--- config.mk ---
export PLATFORM = sky130hd
export DESIGN_NAME = floppy_stepper_tone_generator
export DESIGN_NICKNAME = d
export VERILOG_FILES = /design/src/design/ffstg_pkg.sv /design/src/design/floppy_stepper_tone_generator.sv /design/src/design/ffstg_chan_mem.sv /design/src/design/ffstg_chan_alu.sv
export SDC_FILE = /design/constraint.sdc
export NUM_CORES = 1
export LEC_CHECK = 0
export BUFFER_PORTS_ARGS = -buffer_cell sky130_fd_sc_hd__buf_2
export CAP_MARGIN = 20
export CELL_PAD_IN_SITES_DETAIL_PLACEMENT = 0
export CELL_PAD_IN_SITES_GLOBAL_PLACEMENT = 2
export CORE_UTILIZATION = 50
export CTS_BUF_LIST = sky130_fd_sc_hd__clkbuf_4
export DETAILED_ROUTE_END_ITERATION = 16
export HOLD_SLACK_MARGIN = 0.08
export PLACE_DENSITY = 0.85
export REMOVE_ABC_BUFFERS = 1
export SYNTH_ARGS = -nofsm -noshare
export SYNTH_HDL_FRONTEND = slang
export SYNTH_HIERARCHICAL = 1
export SYNTH_SLANG_ARGS = --single-unit
export TNS_END_PERCENT = 50
--- constraint.sdc ---
create_clock -name clk -period 7.47 [get_ports clk]
set_clock_uncertainty 0.15 [all_clocks]
set_input_delay 0.747 -clock clk [delete_from_list [all_inputs] [get_ports clk]]
set_output_delay 0.747 -clock clk [all_outputs]
set_load 0.01 [all_outputs]
--- src/design/ffstg_pkg.sv ---
package ffstg_pkg;

	// Number of stepper channels; the pin fields are always eight bits wide.
	localparam int CHANNELS = 8;
	localparam int PIN_W = 8;
	localparam int CHAN_W = (CHANNELS > 1) ? $clog2(CHANNELS) : 1;
	localparam int CNT_W = $clog2(CHANNELS + 1);

	localparam logic [7:0] RESET_BYTE = 8'd100;
	localparam logic [7:0] DEBUG_FWD_BYTE = 8'd118;
	localparam logic [7:0] DEBUG_BACK_BYTE = 8'd122;
	localparam logic [7:0] TRAVEL_RESET = 8'd120;

	localparam logic ITEM_TICK = 1'b0;

	typedef enum logic [1:0] {
		OP_NONE,
		OP_TICK,
		OP_CLEAR,
		OP_SET
	} op_t;

	// Everything the memory keeps for one channel.
	typedef struct packed {
		logic [15:0] period;
		logic [15:0] tick_count;
		logic [7:0]  head_position;
		logic        moving_backward;
		logic        step_level;
		logic        next_step_level;
	} chan_state_t;

	// What the per-channel update needs to know about the current request.
	typedef struct packed {
		op_t              op;
		logic [CHAN_W-1:0] set_channel;
		logic [15:0]      set_period;
		logic [7:0]       max_travel;
	} alu_ctrl_t;

endpackage

--- src/design/floppy_stepper_tone_generator.sv ---
// Channel   Handshake                 Payload
// in        in_valid / in_stall       operation, byte_value
// out       out_valid / out_stall     step_pins, direction_pins, drive_select_n, home_request
// cfg       cfg_valid / cfg_ready     cfg_data (max_travel)
//
// Each request passes the idle state that takes it, then a walk in which the sequencer reads
// the channel memory one entry per cycle through its single read port and writes each entry
// back, updated, through one write-back port, and then a done state that loads the result.
// After reset the channel memory reads as zero through per-entry written bits; no clearing pass.
// The next request is taken once the previous result has been loaded into the output register,
// which happens as soon as that register is empty or its result is being taken.
module floppy_stepper_tone_generator
	import ffstg_pkg::*;
(
	input  logic             clk,
	input  logic             arst_n,
	input  logic             in_valid,
	output logic             in_stall,
	input  logic             operation,
	input  logic [7:0]       byte_value,
	output logic             out_valid,
	input  logic             out_stall,
	output logic [PIN_W-1:0] step_pins,
	output logic [PIN_W-1:0] direction_pins,
	output logic [PIN_W-1:0] drive_select_n,
	output logic             home_request,
	input  logic             cfg_valid,
	output logic             cfg_ready,
	input  logic [7:0]       cfg_data
);

	typedef enum logic [1:0] {
		S_IDLE,
		S_WALK,
		S_DONE
	} state_t;

	// Position within a three-byte command frame.
	typedef enum logic [1:0] {
		PH_CMD = 2'd0,
		PH_HIGH = 2'd1,
		PH_LOW = 2'd2
	} phase_t;

	state_t state_q;
	phase_t phase_q;
	phase_t phase_d;
	logic [7:0] pending_channel_q;
	logic [7:0] pending_channel_d;
	logic [7:0] pending_high_q;
	logic [7:0] pending_high_d;
	op_t op_d;
	logic home_d;

	op_t op_q;
	logic home_q;
	logic [CHAN_W-1:0] set_channel_q;
	logic [15:0] set_period_q;
	logic [7:0] max_travel_q;
	logic [CNT_W-1:0] walk_cnt_q;

	logic rd_en;
	logic [CHAN_W-1:0] rd_addr;
	logic rd_vld_s1;
	logic [CHAN_W-1:0] addr_s1;
	chan_state_t rd_data;
	chan_state_t wr_data;
	alu_ctrl_t alu_ctrl;

	// Per-channel status bits mirrored out of the memory so that a result can show all
	// channels at once.
	logic [CHANNELS-1:0] step_q;
	logic [CHANNELS-1:0] backward_q;
	logic [CHANNELS-1:0] active_q;
	logic [PIN_W-1:0] step_vec;
	logic [PIN_W-1:0] dir_vec;
	logic [PIN_W-1:0] sel_vec;

	logic in_accept;
	logic out_free;

	assign in_stall = (state_q != S_IDLE);
	assign in_accept = in_valid && !in_stall;
	assign out_free = !out_valid || !out_stall;
	assign cfg_ready = 1'b1;

	// The single configuration register. The user must write it only while idle; not enforced.
	always_ff @(posedge clk or negedge arst_n) begin
		if (!arst_n) begin
			max_travel_q <= TRAVEL_RESET;
		end else if (cfg_valid && cfg_ready) begin
			max_travel_q <= cfg_data;
		end
	end

	// Frame decoder: works out what the accepted request does to the channels and how the
	// parser moves on. Bytes in the high and low positions are always data.
	always_comb begin
		phase_d = phase_q;
		pending_channel_d = pending_channel_q;
		pending_high_d = pending_high_q;
		op_d = OP_NONE;
		home_d = 1'b0;
		if (operation == ITEM_TICK) begin
			op_d = OP_TICK;
		end else begin
			case (phase_q)
				PH_HIGH: begin
					pending_high_d = byte_value;
					phase_d = PH_LOW;
				end
				PH_LOW: begin
					phase_d = PH_CMD;
					// A frame for a channel that does not exist is consumed and dropped.
					if (pending_channel_q < 8'(CHANNELS)) begin
						op_d = OP_SET;
					end
				end
				default: begin
					phase_d = PH_CMD;
					if (byte_value == RESET_BYTE) begin
						op_d = OP_CLEAR;
						home_d = 1'b1;
					end else if (byte_value == DEBUG_FWD_BYTE
						|| byte_value == DEBUG_BACK_BYTE) begin
						phase_d = PH_CMD;
					end else begin
						// Channel number is half the byte less one, wrapping at eight bits.
						pending_channel_d = {1'b0, byte_value[7:1]} - 8'd1;
						phase_d = PH_HIGH;
					end
				end
			endcase
		end
	end

	// The sequencer reads one channel per cycle and writes it back, updated, in the next.
	// A read and a write never hit the same entry in one cycle, so no forwarding is needed.
	assign rd_en = (state_q == S_WALK) && (walk_cnt_q != CNT_W'(CHANNELS));
	assign rd_addr = walk_cnt_q[CHAN_W-1:0];

	assign alu_ctrl.op = op_q;
	assign alu_ctrl.set_channel = set_channel_q;
	assign alu_ctrl.set_period = set_period_q;
	assign alu_ctrl.max_travel = max_travel_q;

	ffstg_chan_mem u_mem (
		.clk     (clk),
		.arst_n  (arst_n),
		.rd_en   (rd_en),
		.rd_addr (rd_addr),
		.rd_data (rd_data),
		.wr_en   (rd_vld_s1),
		.wr_addr (addr_s1),
		.wr_data (wr_data)
	);

	ffstg_chan_alu u_alu (
		.ctrl    (alu_ctrl),
		.channel (addr_s1),
		.cur     (rd_data),
		.nxt     (wr_data)
	);

	always_ff @(posedge clk or negedge arst_n) begin
		if (!arst_n) begin
			rd_vld_s1 <= 1'b0;
			addr_s1 <= '0;
			step_q <= '0;
			backward_q <= '0;
			active_q <= '0;
		end else begin
			rd_vld_s1 <= rd_en;
			addr_s1 <= rd_addr;
			if (rd_vld_s1) begin
				step_q[addr_s1] <= wr_data.step_level;
				backward_q[addr_s1] <= wr_data.moving_backward;
				active_q[addr_s1] <= (wr_data.period != 16'd0);
			end
		end
	end

	// Pins of channels that are not built read as stopped and deselected.
	for (genvar i = 0; i < PIN_W; i++) begin : g_pins
		if (i < CHANNELS) begin : g_used
			assign step_vec[i] = step_q[i];
			assign dir_vec[i] = backward_q[i];
			assign sel_vec[i] = ~active_q[i];
		end else begin : g_unused
			assign step_vec[i] = 1'b0;
			assign dir_vec[i] = 1'b0;
			assign sel_vec[i] = 1'b1;
		end
	end

	// Request sequencer, frame parser state and the output register.
	always_ff @(posedge clk or negedge arst_n) begin
		if (!arst_n) begin
			state_q <= S_IDLE;
			phase_q <= PH_CMD;
			pending_channel_q <= 8'd0;
			pending_high_q <= 8'd0;
			op_q <= OP_NONE;
			home_q <= 1'b0;
			set_channel_q <= '0;
			set_period_q <= 16'd0;
			walk_cnt_q <= '0;
			out_valid <= 1'b0;
			step_pins <= '0;
			direction_pins <= '0;
			drive_select_n <= '1;
			home_request <= 1'b0;
		end else begin
			// A finished walk loads the output register; otherwise a taken result empties it.
			if (state_q == S_DONE && out_free) begin
				out_valid <= 1'b1;
			end else if (out_valid && !out_stall) begin
				out_valid <= 1'b0;
			end
			case (state_q)
				S_IDLE: begin
					if (in_accept) begin
						phase_q <= phase_d;
						pending_channel_q <= pending_channel_d;
						pending_high_q <= pending_high_d;
						op_q <= op_d;
						home_q <= home_d;
						set_channel_q <= pending_channel_q[CHAN_W-1:0];
						set_period_q <= {pending_high_q, byte_value};
						walk_cnt_q <= '0;
						state_q <= S_WALK;
					end
				end
				S_WALK: begin
					if (rd_en) begin
						walk_cnt_q <= walk_cnt_q + CNT_W'(1);
					end else begin
						// The last entry is written back in this cycle.
						state_q <= S_DONE;
					end
				end
				S_DONE: begin
					if (out_free) begin
						step_pins <= step_vec;
						direction_pins <= dir_vec;
						drive_select_n <= sel_vec;
						home_request <= home_q;
						state_q <= S_IDLE;
					end
				end
				default: begin
					state_q <= S_IDLE;
				end
			endcase
		end
	end

	// A new result is only ever loaded at the end of a channel walk.
	a_result_after_walk: assert property (@(posedge clk) disable iff (!arst_n)
		$rose(out_valid) |-> $past(state_q == S_DONE))
		else $error("result appeared without a finished channel walk");

	// The write-back never targets the entry being read in the same cycle.
	a_no_same_entry: assert property (@(posedge clk) disable iff (!arst_n)
		rd_en && rd_vld_s1 |-> rd_addr != addr_s1)
		else $error("read and write-back collide on one channel entry");

	// The reset command leaves every channel switched off.
	a_home_deselects: assert property (@(posedge clk) disable iff (!arst_n)
		out_valid && home_request |-> drive_select_n == '1)
		else $error("home request shown with a channel still selected");

	// An accepted request always starts a walk in the next cycle.
	a_accept_walks: assert property (@(posedge clk) disable iff (!arst_n)
		in_accept |=> state_q == S_WALK && walk_cnt_q == '0)
		else $error("accepted request did not start a channel walk");

endmodule

--- src/design/ffstg_chan_mem.sv ---
module ffstg_chan_mem
	import ffstg_pkg::*;
(
	input  logic              clk,
	input  logic              arst_n,
	input  logic              rd_en,
	input  logic [CHAN_W-1:0] rd_addr,
	output chan_state_t       rd_data,
	input  logic              wr_en,
	input  logic [CHAN_W-1:0] wr_addr,
	input  chan_state_t       wr_data
);

	chan_state_t mem [CHANNELS];
	chan_state_t rd_data_q;
	logic [CHANNELS-1:0] written_q;
	logic rd_written_q;

	// An entry that was never written since reset reads as all zero.
	always_ff @(posedge clk or negedge arst_n) begin
		if (!arst_n) begin
			written_q <= '0;
			rd_written_q <= 1'b0;
		end else begin
			if (wr_en) begin
				written_q[wr_addr] <= 1'b1;
			end
			if (rd_en) begin
				rd_written_q <= written_q[rd_addr];
			end
		end
	end

	always_ff @(posedge clk) begin
		if (wr_en) begin
			mem[wr_addr] <= wr_data;
		end
		if (rd_en) begin
			rd_data_q <= mem[rd_addr];
		end
	end

	assign rd_data = rd_written_q ? rd_data_q : '0;

endmodule

--- src/design/ffstg_chan_alu.sv ---
module ffstg_chan_alu
	import ffstg_pkg::*;
(
	input  alu_ctrl_t         ctrl,
	input  logic [CHAN_W-1:0] channel,
	input  chan_state_t       cur,
	output chan_state_t       nxt
);

	logic [15:0] count_inc;
	logic backward;

	always_comb begin
		nxt = cur;
		count_inc = cur.tick_count + 16'd1;
		backward = cur.moving_backward;
		case (ctrl.op)
			OP_TICK: begin
				if (cur.period != 16'd0) begin
					if (count_inc >= cur.period) begin
						// Turn around at the far end first, then at zero.
						if (cur.head_position >= ctrl.max_travel) begin
							backward = 1'b1;
						end else if (cur.head_position == 8'd0) begin
							backward = 1'b0;
						end
						nxt.moving_backward = backward;
						nxt.head_position = backward ? cur.head_position - 8'd1
							: cur.head_position + 8'd1;
						nxt.step_level = cur.next_step_level;
						nxt.next_step_level = ~cur.next_step_level;
						nxt.tick_count = 16'd0;
					end else begin
						nxt.tick_count = count_inc;
					end
				end
			end
			OP_CLEAR: begin
				nxt.period = 16'd0;
				nxt.head_position = 8'd0;
				nxt.moving_backward = 1'b0;
				nxt.step_level = 1'b0;
			end
			OP_SET: begin
				if (channel == ctrl.set_channel) begin
					nxt.period = ctrl.set_period;
				end
			end
			default: begin
			end
		endcase
	end

endmodule
---- Yosys cells after proc, flatten, opt, wreduce, memory -nomap -nowiden ----
Memories as Yosys holds them, arrays and structs flattened. A register that Yosys moved wholly into a read port is not among the register bits.
Cells that the tools add are included.
word-level totals
  register bits ........................... 117
  RAM bits ................................ 344
  input port bits ......................... 22
  output and inout port bits .............. 28
  logic and storage cells ................. 131
  memories ................................ 1
memory list
  memory     words  bits a word  rd ports  clocked after Yosys merged registers in  wr ports  line                  source
  u_mem.mem  8      43           1         1                                        1         ffstg_chan_mem.sv:14  chan_state_t mem [CHANNELS];
operators by class
  add/sub/neg operators ................... 5
  $lt $le $gt $ge ......................... 6
  equality and inequality tests ........... 16
  muxes and demuxes ....................... 43
  bitwise logic cells ..................... 13
  reduce and logical (&&, ||, !) cells .... 25
operator list
  kind                   number
  $mux 16                3
  $mux 43                1
  $pmux 16 s2            1
  $reduce_bool 16->1     2
  $mux 27                1
  $bwmux 8               3
  $eq 8x7->1 const B     3
  $pmux 10 s2            1
  $mux 1                 17
  $add 16x1->16 const B  1
  $ge 16x16->1           1
  $mux 2                 6
  $not 1->1              12
  $mux 11                1
  $reduce_and 3->1       3
  $add 8x1->8 const B    1
  $eq 2x2->1 const B     4
  $ge 8x8->1             1
  $logic_not 8->1        1
  $lt 3x4->1 const B     2
  $lt 8x4->1 const B     1
  $mux 4                 2
  $mux 8                 1
  $ne 2x2->1 const B     4
  other kinds (22)       35

---- Longest topological paths before layout ----
Gate-level depths: netlist (run 1).
  depth in word-level cells ............... 12
  depth in mapped cells ................... 16
  depth with buffers taken out ............ 15

---- By module ----
The synthesis (run 1) kept the hierarchy.
by module, submodules not included
  module                         instances  cells an instance  area each (sq um)  sequential area each (sq um)
  ffstg_chan_mem                 1          625                15237.1            11846.4
  floppy_stepper_tone_generator  1          356                4429.2             2717.6
  ffstg_chan_alu                 1          336                2109.5             0.0

---- Worst setup path before layout (run 1) ----
OpenSTA, ideal clock, no wires.
  kind .................................... reg2reg
  start point ............................. reg addr_s1[0]
  end point ............................... mem u_mem/mem[0][0] (netlist name), enable pin
  library setup time ...................... 0.498 ns
  arrival time ............................ 3.616 ns
  required time ........................... 6.822 ns
  path slack .............................. 3.206 ns
  stages on the path, launching flop included .. 3
  path buffers ............................ 0
  period minus slack after synthesis ...... 4.264 ns
  cell sequence ........................... dfrtp_1 > nand2b_1 > nor3_1
RTL lines
  element                   line                                  source
  start: declaration        floppy_stepper_tone_generator.sv:65   logic [CHAN_W-1:0] addr_s1;
  start signal: assignment  floppy_stepper_tone_generator.sv:174  addr_s1 <= rd_addr;
  end: declaration          ffstg_chan_mem.sv:14
No word-level cell before the write port.

==> flow_metrics.py, run 1 <==
metrics = {
    "synthesis": {
        "synth-seq-cells": 504,
        "synth-edff-count": 387,
        "synthArstFlopShare": 0.232,
        "synth.yosys.warnings": 6,
        "syn_area_um2": 21800,
        "synth.yosys.seq_area_share": 0.669,
        "syn_inst": 1317,
        "syn_area_per_cell_um2": 16.5,
        "ys.flop_type": "edfxtp_1",
        "synth.distinct_cells": 72,
    },
    "final_layout": {
        "largest_reg_flops": 344,
        "final_cell_mix": "edfxtp_1, clkbuf_4, nand2_1",
        "layout_commonest_cell": "edfxtp_1",
        "area_delta_synth_final_pct": 12.2,
        "drive_gt1_frac": 0.272,
        "largestRegisters": "u_mem/mem x344, u_mem/rd_data_q x43, set_period_q x16",
        "instances_no_fill": 2156,
        "top_register": "u_mem/mem",
        "fin_nets": 1542,
        "final_area_um2": 24400,
    },
    "sta": {
        "worst-slew-pin-transition_ns": 1.07,
        "fin_setup_tns_ns": 0,
        "slew_headroom": 0.287,
        "fin_crit_sh": 0.663,
        "rsz0062_at_grt": "false",
        "finalHoldViolations": 0,
        "setup_viol": 0,
        "min_period_ns": 4.95,
        "fmax_ghz": 0.202,
        "fin_hold_ws_ns": 0.163,
        "final-max-slew-violation-count": 0,
    },
    "die": {
        "start_util": 0.507,
        "die_h_um": 211,
        "num_rows": 76,
        "die_x_um": 211,
        "die_area_um2": 44400,
        "ios": 50,
        "core_area_um2": 43000,
    },
    "critical_path": {
        "cp-end-kind": "register",
        "critPathLaunchType": "register",
        "critPathKind": "reg -> reg",
        "worst_ep_required_time_ns": 8.03,
        "cp.arrival_ns": 5.51,
        "r2r_cells": 14,
        "worstPathMaxFanout": 38,
    },
    "drt": {
        "antenna_left": 0,
        "routed_wirelength_um": 43600,
        "viasPerCell": 5.46,
        "wl_per_cell_um": 20.2,
        "drt-pass1-iter-count": 5,
        "drc": 0,
        "dr_total_vias": 11800,
        "drt-initial-drc-count": 750,
    },
    "global_routing": {
        "grt_pass1_wl_um": 68400,
        "track_usage": 0.206,
        "grt_pass1_vias": 12400,
        "grt-ovfl-total": 0,
        "antenna_found_initial": 1,
        "grt_max_degree": 75,
    },
    "clock_tree": {
        "post_cts_buffers": 0,
        "insertion_delay_ns": 0.84,
        "cts_buffers": 131,
        "clock_path_buffers": 3,
        "post_cts_resized": 0,
        "clockRootBuffer": "clkbuf_4",
        "clk_pin_slew_ns": 0.06,
        "cts_tree": "built",
        "cts_sinks": 504,
        "htree_levels": 4,
    },
    "min_path": {
        "holdPathStages": 3,
        "hp-class": "in -> reg",
    },
    "power": {
        "ir_drop_mv": 0.262,
        "power_density_nw_per_um2": 494,
        "leakagePower_uw": 0.00938,
        "p_total_uw": 12100,
    },
    "placement": {
        "io_buffer_count": 48,
        "gp_congestion": 0.793,
        "place_area_um2": 22600,
        "dp.cells": 1911,
        "hpwlAfterDp_um": 24000,
    },
    "status": {
        "status": "complete, no violations",
    },
    "job": {
        "drv_cap": 0,
    },
}
## cell type report
cell class | instances | area, µm²
antenna | 1 | 2.50
clock buffer | 191 | 1430
sequential | 504 | 14600
timing repair buffer | 84 | 558
tap | 585 | 732
clock inverter | 35 | 189
inverter | 48 | 180
fill | 3449 | 18600
multi-input combinational | 708 | 6750
## final timing paths
kind | from | end | slack [ns]
max in group asynchronous | arst_n | walk_cnt_q[0] | 5.33
worst min-delay path | in_valid | walk_cnt_q[1] | 0.16
worst min register to register | active_q[1] | drive_select_n[1] | 0.29
worst max-delay path | u_mem/rd_written_q | backward_q[1] | 2.52
min in group asynchronous | arst_n | active_q[5] | 0.34
worst max register to register | u_mem/rd_written_q | backward_q[1] | 2.52
## power by group
part | leakage [µW] | internal (µW) | switching, µW
combinational | 0.00338 | 1770 | 2770
clock | 0.000984 | 1240 | 1060
sequential | 0.00501 | 4850 | 374
## Yosys cell counts (3+ instances only)
cell      number  area, µm²
nand2b_1      12       75.1
buf_6         12        135
or2_2          8       50.1
buf_4          3       22.5
a31oi_1        8       50.1
nor3_1         8       40.0
xor2_1        16        140
and4_1         3       26.3
inv_1         48        180
a31o_2         7       61.3
nand3_1       11       55.1
a21oi_1       16       80.1
dfstp_2       12        315
nand2_1      157        589
xnor2_1       13        114
and2_1        45        282
nand4_1       12       75.1
mux2i_1       12        120
mux4_1        86       2260
nand4b_1       6       52.6
dfrtp_1      105       2630
clkbuf_1      31        116
nor4_1        10       62.6
o21ai_0       53        265
nor2_1        23       86.3
a21o_1         4       30.0
buf_2          9       45.0
ha_1          42        526
mux2_2        95       1070
and3_1         7       43.8
edfxtp_1     387      11600
o21a_1         4       30.0
o22ai_1        4       25.0
## timing repair
action                     in CTS  in global routing
hold buffers                   18                  0
hold endpoints to repair       64                  0
setup endpoints to repair       0                  0
## logic make-up (layout without fill, tap and decap cells)
group,after synthesis,in the layout,synth area share
AO/OA/AOI/OAI,120,120,0.0362
XOR/XNOR,29,29,0.0117
adder cells (fa/ha/maj),43,43,0.0251
buffers and inverters,105,358,0.0238
flip-flops,504,504,0.669
multiplexers,196,196,0.161
other,1,2,0.000172
AND/OR/NAND/NOR,319,319,0.0735
## through the flow
step	worst slack, ns	util
2_1_floorplan	2.73	-
3_3_place_gp	2.71	0.526
3_5_place_dp	2.57	0.526
4_1_cts	2.54	0.568
5_1_grt	2.08	0.568
6_report	2.52	0.568
## metal layers
layer / GRT usage / routed length [µm] / vias up
met5: 0 / 0 / -
met4: 0.0727 / 614 / 0
met3: 0.0433 / 2000 / 51
met2: 0.333 / 21500 / 271
met1: 0.278 / 19500 / 5948
li1: - / - / 5506
## critical path, stage by stage, from the launching register on
cell	delay, ns
dfrtp_1	0.41
buf_4	0.40
and2_1	0.27
and3_1	0.22
and4_1	0.31
nand3_1	0.16
xnor2_1	0.22
ha_1	0.27
a21oi_1	0.18
o21a_1	0.64
o211ai_1	0.34
o21ai_2	0.38
nor2_2	0.16
a31o_2	0.40
mux2_2	0.30
Power figures use the tool's default switching activity.
==> run 2: changes to the inputs <==
ABC_AREA = 1   (was unset)
CORE_UTILIZATION = 40   (was 50)
PLACE_DENSITY = 0.81   (was 0.85)
clock period = 4.05 ns   (was 7.47 ns; I/O delays follow)
==> flow_metrics.py, run 2 <==
metrics = {
    "status": {
        "status": "complete, no violations",
    },
    "synthesis": {
        "yosysMostFrequentCell": "nand2_1",
        "syn_area_um2": 22000,
        "synth.top_cell.area_share": 0.528,
        "synth-seq-cells": 504,
        "synthTopCellsByArea": "edfxtp_1, dfrtp_1, nand2_1",
        "ys.flop_type": "edfxtp_1",
        "syn_inst": 2053,
        "synth.yosys.seq_area_share": 0.661,
        "yosys.area.top_type": "edfxtp_1",
        "synthArstFlopShare": 0.232,
        "synth_commonest_cells": "nand2_1, edfxtp_1, nor2_1",
        "syn_area_per_cell_um2": 10.7,
        "synth.yosys.warnings": 6,
        "synth-edff-count": 387,
        "synth.distinct_cells": 45,
    },
    "final_layout": {
        "top_register": "u_mem/mem",
        "area_delta_synth_final_pct": 16.6,
        "fillCellCount": 5022,
        "layout_commonest_cell": "nand2_1",
        "regArea_um2": 14600,
        "multi_input_area_um2": 6330,
        "fin_nets": 2343,
        "drive_gt1_frac": 0.171,
        "largest_reg_flops": 344,
        "final_cell_mix": "nand2_1, edfxtp_1, nor2_1",
        "largestRegisters": "u_mem/mem x344, u_mem/rd_data_q x43, set_period_q x16",
        "final_util": 0.474,
    },
    "power": {
        "switchingPower_uw": 8070,
        "power_density_nw_per_um2": 813,
        "pwr-share-seq": 0.402,
        "ir_drop_mv": 0.387,
        "pwr-share-comb": 0.387,
        "leakagePower_uw": 0.0106,
        "internal_power_uw": 12800,
        "p_clk_frac": 0.211,
        "p_total_uw": 20900,
        "netSwitchingFraction": 0.387,
    },
    "clock_tree": {
        "cts_buffers": 140,
        "cts_sinks": 504,
        "clockRootBuffer": "clkbuf_4",
        "insertion_delay_ns": 0.95,
        "clk_pin_slew_ns": 0.06,
        "htree_levels": 4,
        "cts_tree": "built",
        "clock_path_buffers": 3,
    },
    "sta": {
        "slew_headroom": 0.284,
        "rsz0062_at_grt": "true",
        "fin_crit_sh": 0.944,
        "setup_viol": 0,
        "fmax_ghz": 0.262,
        "finalHoldViolations": 0,
        "worst-slew-pin-transition_ns": 1.06,
        "min_period_ns": 3.82,
        "final-max-slew-violation-count": 0,
        "setup_ws_ns": 0.228,
    },
    "drt": {
        "wl_per_cell_um": 17.8,
        "drt-pass1-iter-count": 5,
        "drt-initial-drc-count": 1055,
        "routed_wirelength_um": 54600,
        "antenna_left": 0,
        "dr_total_vias": 15500,
        "drc": 0,
        "viasPerCell": 5.04,
    },
    "job": {
        "drv_cap": 0,
    },
    "die": {
        "start_util": 0.407,
        "die_area_um2": 56000,
        "die_x_um": 237,
        "ios": 50,
        "num_rows": 85,
        "die_h_um": 237,
        "core_area_um2": 54100,
    },
    "min_path": {
        "min-delay-start": "byte_value[0]",
        "whs_endpoint": "set_period_q[0]",
        "holdPathStages": 4,
        "hp-class": "in -> reg",
    },
    "critical_path": {
        "r2r_cells": 17,
        "reg2reg_to": "u_mem/mem[2][18]",
        "worst_ep_required_time_ns": 4.53,
        "critPathLaunchType": "register",
        "critPathKind": "reg -> reg",
        "r2r_start": "u_mem/rd_written_q",
        "cp-end-kind": "register",
        "rrSetupSlack_ns": 0.23,
        "cp.arrival_ns": 4.30,
        "worstPathMaxFanout": 22,
    },
    "global_routing": {
        "grt-ovfl-total": 0,
        "grt_pass1_wl_um": 85800,
        "grt_max_degree": 178,
        "grt_pass1_vias": 15600,
        "antenna_found_initial": 2,
        "track_usage": 0.201,
    },
    "placement": {
        "dp_slack_ns": -0.265,
        "hpwlAfterDp_um": 31000,
        "gp_congestion": 0.792,
        "io_buffer_count": 48,
    },
}
## run 2: cell types whose count changed after synthesis, sizes merged, moves of 64 or more
cell / before / now
nor2: 25 / 309
o21ai: 55 / 306
nand2: 157 / 399
inv: 48 / 194
mux4: 87 / 0
mux2: 97 / 21
o22ai: 4 / 68
## run 2: cell type report
cell class | instances | share of cell area
Timing Repair Buffer | 170 | 0.0572
Multi-Input combinational cell | 1267 | 0.246
Antenna cell | 4 | 0.000390
Inverter | 195 | 0.0286
Tap cell | 696 | 0.0339
Clock buffer | 199 | 0.0582
Clock inverter | 39 | 0.00784
Sequential cell | 504 | 0.567
## run 2: worst max-delay path, stage by stage (launching register included)
cell     delay [ns]
dfrtp_1        0.42
buf_12         0.18
nand2_1        0.06
inv_1          0.13
nand3_1        0.19
nor3_1         0.23
inv_1          0.11
nor2_2         0.13
nand3_1        0.13
xor2_2         0.19
inv_1          0.07
ha_1           0.27
nand2_1        0.09
o21ai_0        0.10
a21oi_1        0.20
nand3_1        0.14
buf_4          0.22
o22ai_1        0.50
## run 2: power groups by stage
stage / combinational (µW) / clock [µW] / sequential (µW)
after floorplan: 4690 / 0 / 8670
after global placement: 7650 / 0 / 8470
after detailed placement: 7730 / 0 / 8500
after CTS: 7900 / 4550 / 8410
after global routing: 9090 / 4860 / 8520
final: 8080 / 4400 / 8400
## run 2: through the flow
step	area, µm²	hold WS [ns]	TNS [ns]	std cells
floorplan	21500	-0.0406	-110.20	1966
global placement	23200	0.289	-0.716	2764
detailed placement	23200	0.297	-1.51	2764
CTS	25500	0.0951	0	3063
global route	25700	0.133	-0.390	3073
finish	25700	0.205	0	3074
## run 2: worst max path at each step
stage,slack (ns),from,end
2_1_floorplan,-1.63,walk_cnt_q[0],u_mem/rd_data_q[7]
3_3_place_gp,-0.11,u_mem/rd_written_q,step_q[6]
3_5_place_dp,-0.26,u_mem/rd_written_q,step_q[4]
4_1_cts,0.02,u_mem/rd_written_q,step_q[4]
5_1_grt,-0.03,u_mem/rd_written_q,u_mem/mem[2][18]
6_report,0.23,u_mem/rd_written_q,u_mem/mem[2][18]
## run 2: per-layer routing
metal | vias up | track usage | routed length [µm]
met5 | - | 0 | 0
met4 | 0 | 0.0641 | 803
met3 | 75 | 0.0474 | 2460
met2 | 348 | 0.328 | 26200
met1 | 7521 | 0.265 | 25200
li1 | 7536 | - | -
## run 2: what timing repair did
action                     in CTS  in global routing
setup endpoints to repair       7                 94
gates resized for setup         1                 15
hold buffers                   61                  0
pin swaps                       0                  1
hold endpoints to repair      156                  0
setup buffers                   0                  5
## run 2: logic make-up after synthesis
logic type | after synthesis | synth area share
AND/OR/NAND/NOR | 774 | 0.140
flip-flops | 504 | 0.661
AO/OA/AOI/OAI | 411 | 0.0990
buffers and inverters | 282 | 0.0560
adder cells (fa/ha/maj) | 43 | 0.0248
multiplexers | 21 | 0.0116
XOR/XNOR | 17 | 0.00676
other | 1 | 0.000170
==> run 3: changes to the inputs <==
CORE_ASPECT_RATIO = 0.5   (was unset)
==> flow_metrics.py, run 3 (synthesized netlist as in run 2, its figures left out) <==
metrics = {
    "status": {
        "status": "complete, no violations",
    },
    "clock_tree": {
        "htree_levels": 3,
        "cts_buffers": 116,
        "clock_path_buffers": 3,
        "cts_tree": "built",
        "cts_sinks": 504,
        "clk_pin_slew_ns": 0.06,
        "insertion_delay_ns": 0.81,
        "clockRootBuffer": "clkbuf_4",
    },
    "critical_path": {
        "critPathLaunchType": "register",
        "cp_slowest_cell": "a21oi_1",
        "worstPathMaxFanout": 8,
        "cp-end-kind": "register",
        "path_cells": "nand2_1 > inv_1 > buf_4 > nand3_2 > inv_2 > nand3_2 > nor2_4 > nand4_2 > or2_0 > nand2_1 > inv_1 > ha_1 > a21oi_1 > o21ai_0 > a21oi_2 > nand2_2 > nand3_1 > o21ai_0 > a21oi_1",
        "cp.arrival_ns": 4.08,
        "critPathMaxStageDelay_ns": 0.55,
        "r2r_start": "u_mem/rd_written_q",
        "crit_path_start": "u_mem/rd_written_q",
        "worst_ep_required_time_ns": 4.40,
        "critPathKind": "reg -> reg",
    },
    "die": {
        "ios": 50,
        "core_area_um2": 54100,
        "num_rows": 60,
        "start_util": 0.407,
        "die_x_um": 334,
        "die_h_um": 168,
        "die_area_um2": 56000,
    },
    "power": {
        "p_total_uw": 20500,
        "netSwitchingFraction": 0.388,
        "internal_power_uw": 12600,
        "power_density_nw_per_um2": 814,
        "leakagePower_uw": 0.0103,
        "pwr-share-seq": 0.409,
        "pwr-share-comb": 0.387,
        "ir_drop_mv": 0.754,
        "switchingPower_uw": 7980,
        "p_clk_frac": 0.204,
    },
    "final_layout": {
        "final_cell_mix": "nand2_1, edfxtp_1, nor2_1",
        "area_delta_synth_final_pct": 14.6,
        "drive_gt1_frac": 0.161,
        "fin_nets": 2293,
        "largestRegisters": "u_mem/mem x344, u_mem/rd_data_q x43, set_period_q x16",
        "top_register": "u_mem/mem",
        "largest_reg_flops": 344,
        "fillCellCount": 5086,
        "layout_commonest_cell": "nand2_1",
    },
    "sta": {
        "fin_crit_sh": 0.922,
        "fin_hold_ws_ns": 0.279,
        "rsz0062_at_grt": "true",
        "finalHoldViolations": 0,
        "setup_viol": 0,
        "min_period_ns": 3.73,
        "slew_headroom": 0.372,
        "worst-slew-pin-transition_ns": 0.932,
        "fmax_ghz": 0.268,
        "final-max-slew-violation-count": 0,
    },
    "global_routing": {
        "grt_pass1_vias": 14500,
        "grt_max_degree": 177,
        "grt_pass1_wl_um": 82700,
        "track_usage": 0.192,
        "antenna_found_initial": 1,
        "grt-ovfl-total": 0,
    },
    "placement": {
        "io_buffer_count": 48,
        "hpwlAfterDp_um": 30000,
        "gp_congestion": 0.817,
    },
    "min_path": {
        "hp-class": "reg -> reg",
        "min-delay-start": "active_q[7]",
    },
    "drt": {
        "routed_wirelength_um": 53500,
        "dr_total_vias": 15200,
        "viasPerCell": 4.99,
        "wl_per_cell_um": 17.6,
        "antenna_left": 0,
        "drt-pass1-iter-count": 5,
        "drt-initial-drc-count": 1257,
        "drc": 0,
    },
    "job": {
        "drv_cap": 0,
    },
}
## run 3: cell count changes in the layout (fill, tap and decap cells not counted), sizes merged
cell         change
dlygate4sd3     -16
clkbuf          -11
buf             -10
clkinv           -9
inv              -4
clkinvlp         -3
diode            -2
bufinv           +1
## run 3: worst paths after layout
check	end	slack (ns)	cells after the start
min reg2reg	drive_select_n[7]	0.28	1
max reg2reg	u_mem/mem[0][3]	0.32	19
max	u_mem/mem[0][3]	0.32	19
max in group asynchronous	walk_cnt_q[1]	2.50	4
min in group asynchronous	max_travel_q[2]	0.64	4
min	drive_select_n[7]	0.28	1
## run 3: stage by stage
stage	cells	util	area [µm²]	setup slack (ns)	TNS, ns
floorplan	1966	-	21500	-1.63	-110.20
global placement	2776	0.428	23200	-0.294	-2.01
detailed placement	2776	0.428	23200	-0.364	-2.41
CTS	3032	0.466	25200	0.0894	0
global route	3037	0.467	25200	-0.0112	-0.0222
finish	3037	0.467	25200	0.317	0
## run 3: timing repair
action	4_1_cts	5_1_grt
endpoints found under the setup margin	7	61
endpoints found under the hold margin	167	0
pin swaps	0	1
buffers inserted	0	3
hold buffers	44	0
gates resized for setup	2	9
## run 3: worst max-delay path: cells and delay by family, from the launching register on
family | cells | cell delay, ns
and+or+nand+nor | 9 | 1.15
AOI/OAI and AO/OA | 5 | 1.08
DFF | 1 | 0.44
buffers and inverters | 4 | 0.33
adders and majority gates | 1 | 0.33
## run 3: final cells by class
class	count	area [µm²]	area share
Clock inverter	24	154	0.00610
Sequential cell	504	14600	0.578
Multi-Input combinational cell	1267	6320	0.251
Antenna cell	2	5.00	0.000198
Timing Repair Buffer	144	1140	0.0450
Tap cell	713	892	0.0354
Inverter	195	737	0.0292
Clock buffer	188	1410	0.0559
## run 3: layer usage
metal	vias up	track usage	share of wire
li1	7413	-	-
met1	7301	0.288	0.50
met2	363	0.286	0.43
met3	78	0.0355	0.053
met4	0	0.0529	0.015
met5	-	0	0
## run 3: power groups by stage
stage,clock network [µW],logic (µW),registers [µW]
after floorplan,0,4690,8670
after global placement,0,7670,8490
after detailed placement,0,7700,8500
after CTS,4310,7860,8400
after global routing,4560,8980,8510
final,4190,7960,8400
